[src/design/thcc_pkg.sv]
`timescale 1ns / 1ps
// thcc_pkg: shared types, constants and digit helpers for the twelve-hour clock counter.
// No dependencies.
package thcc_pkg;

   localparam int unsigned HOURS_PER_TURN  = 12;
   localparam int unsigned MINUTES_PER_HR  = 60;
   localparam int unsigned SECONDS_PER_MIN = 60;
   localparam int unsigned HOUR_SECONDS    = 3600;
   localparam int unsigned MINUTE_SECONDS  = 60;
   localparam int unsigned TURN_SECONDS    = 43200;

   localparam int unsigned OP_W    = 3;
   localparam int unsigned FIELD_W = 6;
   localparam int unsigned HOUR_W  = 4;
   localparam int unsigned COUNT_W = 16;

   typedef enum logic [OP_W-1:0] {
      OP_TICK_UP   = 3'd0,
      OP_TICK_DOWN = 3'd1,
      OP_ADD_MIN   = 3'd2,
      OP_ADD_HOUR  = 3'd3,
      OP_LOAD      = 3'd4,
      OP_HOLD      = 3'd5
   } op_type;

   // Time held in split form; hour runs 0..11, zero shows as twelve.
   typedef struct packed {
      logic [HOUR_W-1:0]  hour;
      logic [FIELD_W-1:0] minute;
      logic [FIELD_W-1:0] second;
   } hms_type;

   // Tens digit of a value 0..59: (n * 13) >> 7 is exact over that range.
   function automatic logic [2:0] tens_digit(input logic [FIELD_W-1:0] n);
      logic [9:0] prod;
      prod = 10'(n) * 10'd13;
      return prod[9:7];
   endfunction

   function automatic logic [3:0] ones_digit(input logic [FIELD_W-1:0] n);
      logic [FIELD_W-1:0] diff;
      diff = n - FIELD_W'(tens_digit(n)) * FIELD_W'(10);
      return diff[3:0];
   endfunction

endpackage

[src/design/twelve_hour_clock_counter.sv]
`timescale 1ns / 1ps
// twelve_hour_clock_counter: 12-hour seconds counter with decimal h:m:s readout.
// Depends on thcc_pkg.
//
//  channel | ports                                   | role
//  --------+-----------------------------------------+------------------------------
//  req     | req_valid, req_stall, req_op, req_load_* | operation item in
//  rsp     | rsp_valid, rsp_stall, rsp_* digits/count | time after the operation out
//
// One item per cycle sustained while rsp is not stalled. An accepted item lands in the
// input register, then the state update and digit split fill the result register,
// which drives rsp_valid. Reset (synchronous) clears the time to 12:00:00 and empties
// both registers. A stall on rsp holds the result register; once the input register
// also holds an item, req_stall follows rsp_stall combinationally.
module twelve_hour_clock_counter (
   input  logic                           clock,
   input  logic                           reset,
   input  logic                           req_valid,
   output logic                           req_stall,
   input  logic [thcc_pkg::OP_W-1:0]      req_op,
   input  logic [thcc_pkg::FIELD_W-1:0]   req_load_hour,
   input  logic [thcc_pkg::FIELD_W-1:0]   req_load_minute,
   input  logic [thcc_pkg::FIELD_W-1:0]   req_load_second,
   output logic                           rsp_valid,
   input  logic                           rsp_stall,
   output logic                           rsp_hour_tens,
   output logic [3:0]                     rsp_hour_ones,
   output logic [2:0]                     rsp_minute_tens,
   output logic [3:0]                     rsp_minute_ones,
   output logic [2:0]                     rsp_second_tens,
   output logic [3:0]                     rsp_second_ones,
   output logic [thcc_pkg::COUNT_W-1:0]   rsp_elapsed_count
);
   import thcc_pkg::*;

   // Input register
   logic               in_valid_ff, in_valid_in;
   logic [OP_W-1:0]    op_ff;
   logic [FIELD_W-1:0] lh_ff, lm_ff, ls_ff;

   // Time state, kept as hour/minute/second so no division is needed on readout
   hms_type hms_ff, hms_in;

   // Result register
   logic               out_valid_ff, out_valid_in;
   logic               hour_tens_ff, hour_tens_in;
   logic [3:0]         hour_ones_ff, hour_ones_in;
   logic [2:0]         min_tens_ff, min_tens_in;
   logic [3:0]         min_ones_ff, min_ones_in;
   logic [2:0]         sec_tens_ff, sec_tens_in;
   logic [3:0]         sec_ones_ff, sec_ones_in;
   logic [COUNT_W-1:0] count_ff, count_in;

   logic req_take;   // item accepted on req
   logic out_free;   // result register can take a new item this cycle
   logic advance;    // input register item moves through the update logic

   localparam logic [HOUR_W-1:0]  LAST_HOUR = HOUR_W'(HOURS_PER_TURN - 1);
   localparam logic [FIELD_W-1:0] LAST_MIN  = FIELD_W'(MINUTES_PER_HR - 1);
   localparam logic [FIELD_W-1:0] LAST_SEC  = FIELD_W'(SECONDS_PER_MIN - 1);

   assign out_free  = !out_valid_ff || !rsp_stall;
   assign advance   = in_valid_ff && out_free;
   assign req_stall = in_valid_ff && !out_free;
   assign req_take  = req_valid && !req_stall;

   assign in_valid_in  = req_take ? 1'b1 : (advance ? 1'b0 : in_valid_ff);
   assign out_valid_in = advance ? 1'b1 : (rsp_stall ? out_valid_ff : 1'b0);

   // Next time for the held item
   always_comb begin
      hms_in = hms_ff;
      case (op_ff)
         OP_TICK_UP: begin
            if (hms_ff.second == LAST_SEC) begin
               hms_in.second = '0;
               if (hms_ff.minute == LAST_MIN) begin
                  hms_in.minute = '0;
                  hms_in.hour   = (hms_ff.hour == LAST_HOUR) ? '0 : hms_ff.hour + 1'b1;
               end else begin
                  hms_in.minute = hms_ff.minute + 1'b1;
               end
            end else begin
               hms_in.second = hms_ff.second + 1'b1;
            end
         end
         OP_TICK_DOWN: begin
            if (hms_ff.second == '0) begin
               hms_in.second = LAST_SEC;
               if (hms_ff.minute == '0) begin
                  hms_in.minute = LAST_MIN;
                  hms_in.hour   = (hms_ff.hour == '0) ? LAST_HOUR : hms_ff.hour - 1'b1;
               end else begin
                  hms_in.minute = hms_ff.minute - 1'b1;
               end
            end else begin
               hms_in.second = hms_ff.second - 1'b1;
            end
         end
         OP_ADD_MIN: begin
            if (hms_ff.minute == LAST_MIN) begin
               hms_in.minute = '0;
               hms_in.hour   = (hms_ff.hour == LAST_HOUR) ? '0 : hms_ff.hour + 1'b1;
            end else begin
               hms_in.minute = hms_ff.minute + 1'b1;
            end
         end
         OP_ADD_HOUR: begin
            hms_in.hour = (hms_ff.hour == LAST_HOUR) ? '0 : hms_ff.hour + 1'b1;
         end
         OP_LOAD: begin
            // hour twelve and anything past it load as zero, as do bad minutes/seconds
            hms_in.hour   = (lh_ff > FIELD_W'(LAST_HOUR)) ? '0 : lh_ff[HOUR_W-1:0];
            hms_in.minute = (lm_ff > LAST_MIN) ? '0 : lm_ff;
            hms_in.second = (ls_ff > LAST_SEC) ? '0 : ls_ff;
         end
         default: begin
            hms_in = hms_ff;   // hold, and the two spare codes
         end
      endcase
   end

   // Readout of the new time
   always_comb begin
      if (hms_in.hour == '0) begin
         hour_tens_in = 1'b1;   // zero hour shows as 12
         hour_ones_in = 4'd2;
      end else if (hms_in.hour >= HOUR_W'(10)) begin
         hour_tens_in = 1'b1;
         hour_ones_in = hms_in.hour - HOUR_W'(10);
      end else begin
         hour_tens_in = 1'b0;
         hour_ones_in = hms_in.hour;
      end
      min_tens_in = tens_digit(hms_in.minute);
      min_ones_in = ones_digit(hms_in.minute);
      sec_tens_in = tens_digit(hms_in.second);
      sec_ones_in = ones_digit(hms_in.second);
      count_in    = COUNT_W'(hms_in.hour) * COUNT_W'(HOUR_SECONDS)
                  + COUNT_W'(hms_in.minute) * COUNT_W'(MINUTE_SECONDS)
                  + COUNT_W'(hms_in.second);
   end

   // Control and time state
   always_ff @(posedge clock) begin
      if (reset) begin
         in_valid_ff  <= 1'b0;
         out_valid_ff <= 1'b0;
         hms_ff       <= '0;
      end else begin
         in_valid_ff  <= in_valid_in;
         out_valid_ff <= out_valid_in;
         if (advance) begin
            hms_ff <= hms_in;
         end
      end
   end

   // Payload registers
   always_ff @(posedge clock) begin
      if (req_take) begin
         op_ff <= req_op;
         lh_ff <= req_load_hour;
         lm_ff <= req_load_minute;
         ls_ff <= req_load_second;
      end
      if (advance) begin
         hour_tens_ff <= hour_tens_in;
         hour_ones_ff <= hour_ones_in;
         min_tens_ff  <= min_tens_in;
         min_ones_ff  <= min_ones_in;
         sec_tens_ff  <= sec_tens_in;
         sec_ones_ff  <= sec_ones_in;
         count_ff     <= count_in;
      end
   end

   assign rsp_valid         = out_valid_ff;
   assign rsp_hour_tens     = hour_tens_ff;
   assign rsp_hour_ones     = hour_ones_ff;
   assign rsp_minute_tens   = min_tens_ff;
   assign rsp_minute_ones   = min_ones_ff;
   assign rsp_second_tens   = sec_tens_ff;
   assign rsp_second_ones   = sec_ones_ff;
   assign rsp_elapsed_count = count_ff;

   // Split time never leaves its range
   a_hms_range: assert property (@(posedge clock) disable iff (reset)
      (hms_ff.hour <= LAST_HOUR) && (hms_ff.minute <= LAST_MIN)
      && (hms_ff.second <= LAST_SEC))
      else $error("time state out of range");

   // Reported count stays below one twelve-hour turn
   a_count_range: assert property (@(posedge clock) disable iff (reset)
      rsp_valid |-> (rsp_elapsed_count < COUNT_W'(TURN_SECONDS)))
      else $error("elapsed count out of range");

   // A hold leaves the time unchanged
   a_hold_keeps: assert property (@(posedge clock) disable iff (reset)
      (advance && (op_ff == OP_HOLD)) |=> (hms_ff == $past(hms_ff)))
      else $error("hold changed the time");

   // Input stalls only when the input register is full and cannot drain
   a_stall_cause: assert property (@(posedge clock) disable iff (reset)
      req_stall |-> (in_valid_ff && out_valid_ff && rsp_stall))
      else $error("req stall without a blocked result");

endmodule
[config.mk]
export PLATFORM = sky130hd
export DESIGN_NAME = twelve_hour_clock_counter
export DESIGN_NICKNAME = d
export VERILOG_FILES = /design/src/design/thcc_pkg.sv /design/src/design/twelve_hour_clock_counter.sv
export SDC_FILE = /design/constraint.sdc
export NUM_CORES = 1
export LEC_CHECK = 0
export ABC_AREA = 1
export BUFFER_PORTS_ARGS = -buffer_cell sky130_fd_sc_hd__buf_4
export CORE_MARGIN = 10
export CORE_UTILIZATION = 30
export DETAILED_ROUTE_END_ITERATION = 6
export PLACE_DENSITY = 0.42
export SYNTH_ARGS = -nofsm -noshare
export SYNTH_HDL_FRONTEND = slang
export SYNTH_SLANG_ARGS = --single-unit
export TNS_END_PERCENT = 5
[constraint.sdc]
create_clock -name clock -period 7.55 [get_ports clock]
set_input_delay 1.51 -clock clock [delete_from_list [all_inputs] [get_ports clock]]
set_output_delay 1.51 -clock clock [all_outputs]
set_load 0.01 [all_outputs]
==> results.json <==
{
  "worstPathArrival_ps": 6280,
  "grtUsageTotal_pct": 11.60,
  "skew_ps": 11.06,
  "dp_cells": 1017,
  "synth-edff-count": 55,
  "htree_levels": 3,
  "worst_pin_slew_ps": 1180,
  "dieWidth_um": 160.5,
  "postSynthAreaPerCell_um2": 8.488,
  "slew_viol_final": 0,
  "layout-drive-gt1-share_pct": 12.63,
  "synth.distinct_cells": 42,
  "clk_latency_ps": 340,
  "crit_path_top_delay_cell": "a221oi_1",
  "vias": 4705,
  "drcViolationCount": 0,
  "hp-class": "flip-flop to flip-flop",
  "rsz0062_at_grt": "false",
  "cpPeakStageDelay_ps": 880,
  "fillers": 2012,
  "p_leak_nw": 3.480,
  "grt_remaining_overflow": 0,
  "met2WireLength_um": 6624,
  "die_height_um": 160.5,
  "required_ps": 7640,
  "startpoint_type": "flip-flop",
  "numCtsBuffers": 9,
  "nets": 887,
  "start_util_pct": 30.44,
  "dp_hpwl_um": 11830,
  "ir_worst_vdd_v": 0.0001141,
  "drv_cap": 0,
  "antenna_found_initial": 0,
  "synth_compound_area_share_pct": 11.70,
  "max_freq_mhz": 161.5,
  "area_delta_synth_final_pct": 18.04,
  "synth_xor_area_share_pct": 4.583,
  "min_period_over_period_pct": 82.01,
  "core_um2": 19460,
  "cts_root_buf": "clkbuf_16",
  "multiInputGateArea_um2": 3367,
  "antennaDiodeCount": 0,
  "outcome": "finished, final reports clean",
  "yosys_warnings": 0,
  "rows": 51,
  "ys_async_sr_fraction_pct": 0,
  "slew_headroom_pct": 20.50,
  "synth_nets": 822,
  "worstSetupEndpointType": "flip-flop",
  "met1_length_um": 7010,
  "clkSinkCount": 73,
  "clock_path_buffers": 2,
  "first_global_vias": 4879,
  "grt_max_degree": 56,
  "dieArea_um2": 25770,
  "gp_congestion": 0.8879,
  "syn_area_um2": 5924,
  "path_class": "flip-flop to flip-flop",
  "io_buffers": 61,
  "synth_top_family_by_area": "adder cells",
  "postCtsSetupBuffers": 0,
  "ios": 62,
  "drt-total-wl_um": 14550,
  "drtIter0Drc": 286,
  "drt-wirelength-per-cell_um": 14.08,
  "grt_pass1_wl_um": 24380,
  "power_density_nw_per_um2": 270.8,
  "postCtsHoldBufs": 0,
  "synth.largest_area_cell": "edfxtp_1",
  "cts_tree": "done",
  "yosys.area_share.simple_pct": 16.85,
  "synth-seq-area-share_pct": 33.96,
  "clkTransAtPathRegs_ps": 60,
  "via_per_inst": 4.555,
  "min_period_ps": 6192,
  "synth_top_area_share_pct": 27.88,
  "synthCells": 698,
  "dr.pass1.iters": 5,
  "ys.flop_type": "edfxtp_1",
  "synthMuxAreaShare_pct": 0,
  "wl_met3_um": 679,
  "final_hold_viol_count": 0,
  "synth_seq_cells": 73,
  "ctsResizeCount": 0,
  "cpMostUsedCell": "nand2_1",
  "setup_violations": 0,
  "routed.top_layer": "met4",
  "synth_area_leaders": "edfxtp_1 (28%), ha_1 (16%), inv_1 (8.4%), nand2_1 (7.2%), fa_1 (7.1%)",
  "post-place-ws_ps": 1307,
  "synth-adder-area-share_pct": 23.57,
  "setup_slack_ps": 1358,
  "instances_no_fill": 1033,
  "cp_max_fo": 6,
  "seq_area_um2": 2012,
  "tns_ps": 0,
  "synth.most_common_cell": "inv_1",
  "synth_common_cells": "inv_1 (133), nand2_1 (113), ha_1 (78)",
  "cp_cell_sequence": "ha_1, nand2_1, nor2_1, nand2_1, nand2_2, inv_1, a221oi_1, fa_1, inv_1, fa_1, fa_1, a31oi_1, nor2_1, o21ai_0, nand2_1, xor2_1, ha_1, ha_1, nand2_1, o21bai_1, a21oi_1, o21ai_0, nand2_1, xor2_1",
  "ant_nets": 0
}
cell type report:
type                       instances  area share (%)
clock buffer                       9           3.221
clock inverter                     7           1.217
inverter                         133           7.139
multi-input combinational        483           48.15
sequential                        73           28.77
tap                              265           4.741
timing repair buffer              63           6.763
critical path: cells and delay by family, from the launching register on:
kind                     cells  cell delay [ps]
AO/OA/AOI/OAI                6             1840
XOR/XNOR                     2              300
adder cells (fa/ha/maj)      6             2360
buffers and inverters        2              180
flip-flops                   1              410
AND/OR/NAND/NOR              8              830
per-stage QoR:
step           area (um^2)  total power [W]  util [%]  hold WS, ps
2_1_floorplan         5924         0.001200         -        456.9
3_3_place_gp          6683         0.001458     34.34        495.7
3_5_place_dp          6683         0.001462     34.34        507.2
4_1_cts               6993         0.001933     35.93        517.6
5_1_grt               6993         0.002085     35.93        536.7
6_report              6993         0.001894     35.93        512.1
flip-flops by register name (all words and copies together), names as in the netlist, 4 cells and up:
name               cells
hms_ff                16
lh_ff                  6
lm_ff                  6
ls_ff                  6
rsp_elapsed_count     15
rsp_hour_ones          4
rsp_minute_ones        4
rsp_second_ones        4
metal layers:
layer  up-vias  track usage, %
met5         -               0
met4         0           3.756
met3        14           3.067
met2       103           18.42
met1      2158           14.99
li1       2430               -
where the power goes:
group	internal (W)	switching (W)
registers	0.000533	0.0000257
clock network	0.000286	0.000171
logic	0.000358	0.000520
total	0.00118	0.000717
final timing paths:
check | end | startpoint | slack, ps | cells past startpoint
max | rsp_elapsed_count[15]$_DFFE_PP_ | hms_ff[6]$_SDFFE_PP0P_ | 1360 | 24
min | rsp_valid$_SDFFE_PP0P_ | rsp_valid$_SDFFE_PP0P_ | 510 | 2
max reg2reg | rsp_elapsed_count[15]$_DFFE_PP_ | hms_ff[6]$_SDFFE_PP0P_ | 1360 | 24
min reg2reg | rsp_valid$_SDFFE_PP0P_ | rsp_valid$_SDFFE_PP0P_ | 510 | 2
cell families (layout without fill, tap and decap cells):
logic type | Yosys count | after routing
and+or+nand+nor | 231 | 231
buffers and inverters | 142 | 212
AOI/OAI and AO/OA | 122 | 122
adders and majority gates | 99 | 99
DFF | 73 | 73
xor gates and xnor gates | 31 | 31
cells in the final DEF, fill, tap and decap left out, drive strengths merged, types with 9 or more instances in the layout:
cell type	synthesis	routed
o21ai	47	47
fa	21	21
nor2	53	53
nand2	120	120
a21oi	49	49
inv	133	133
dfxtp	18	18
xor2	24	24
clkbuf	5	9
buf	4	63
nand3	45	45
edfxtp	55	55
ha	78	78
Note: power is estimated with default switching activity, not from simulation.
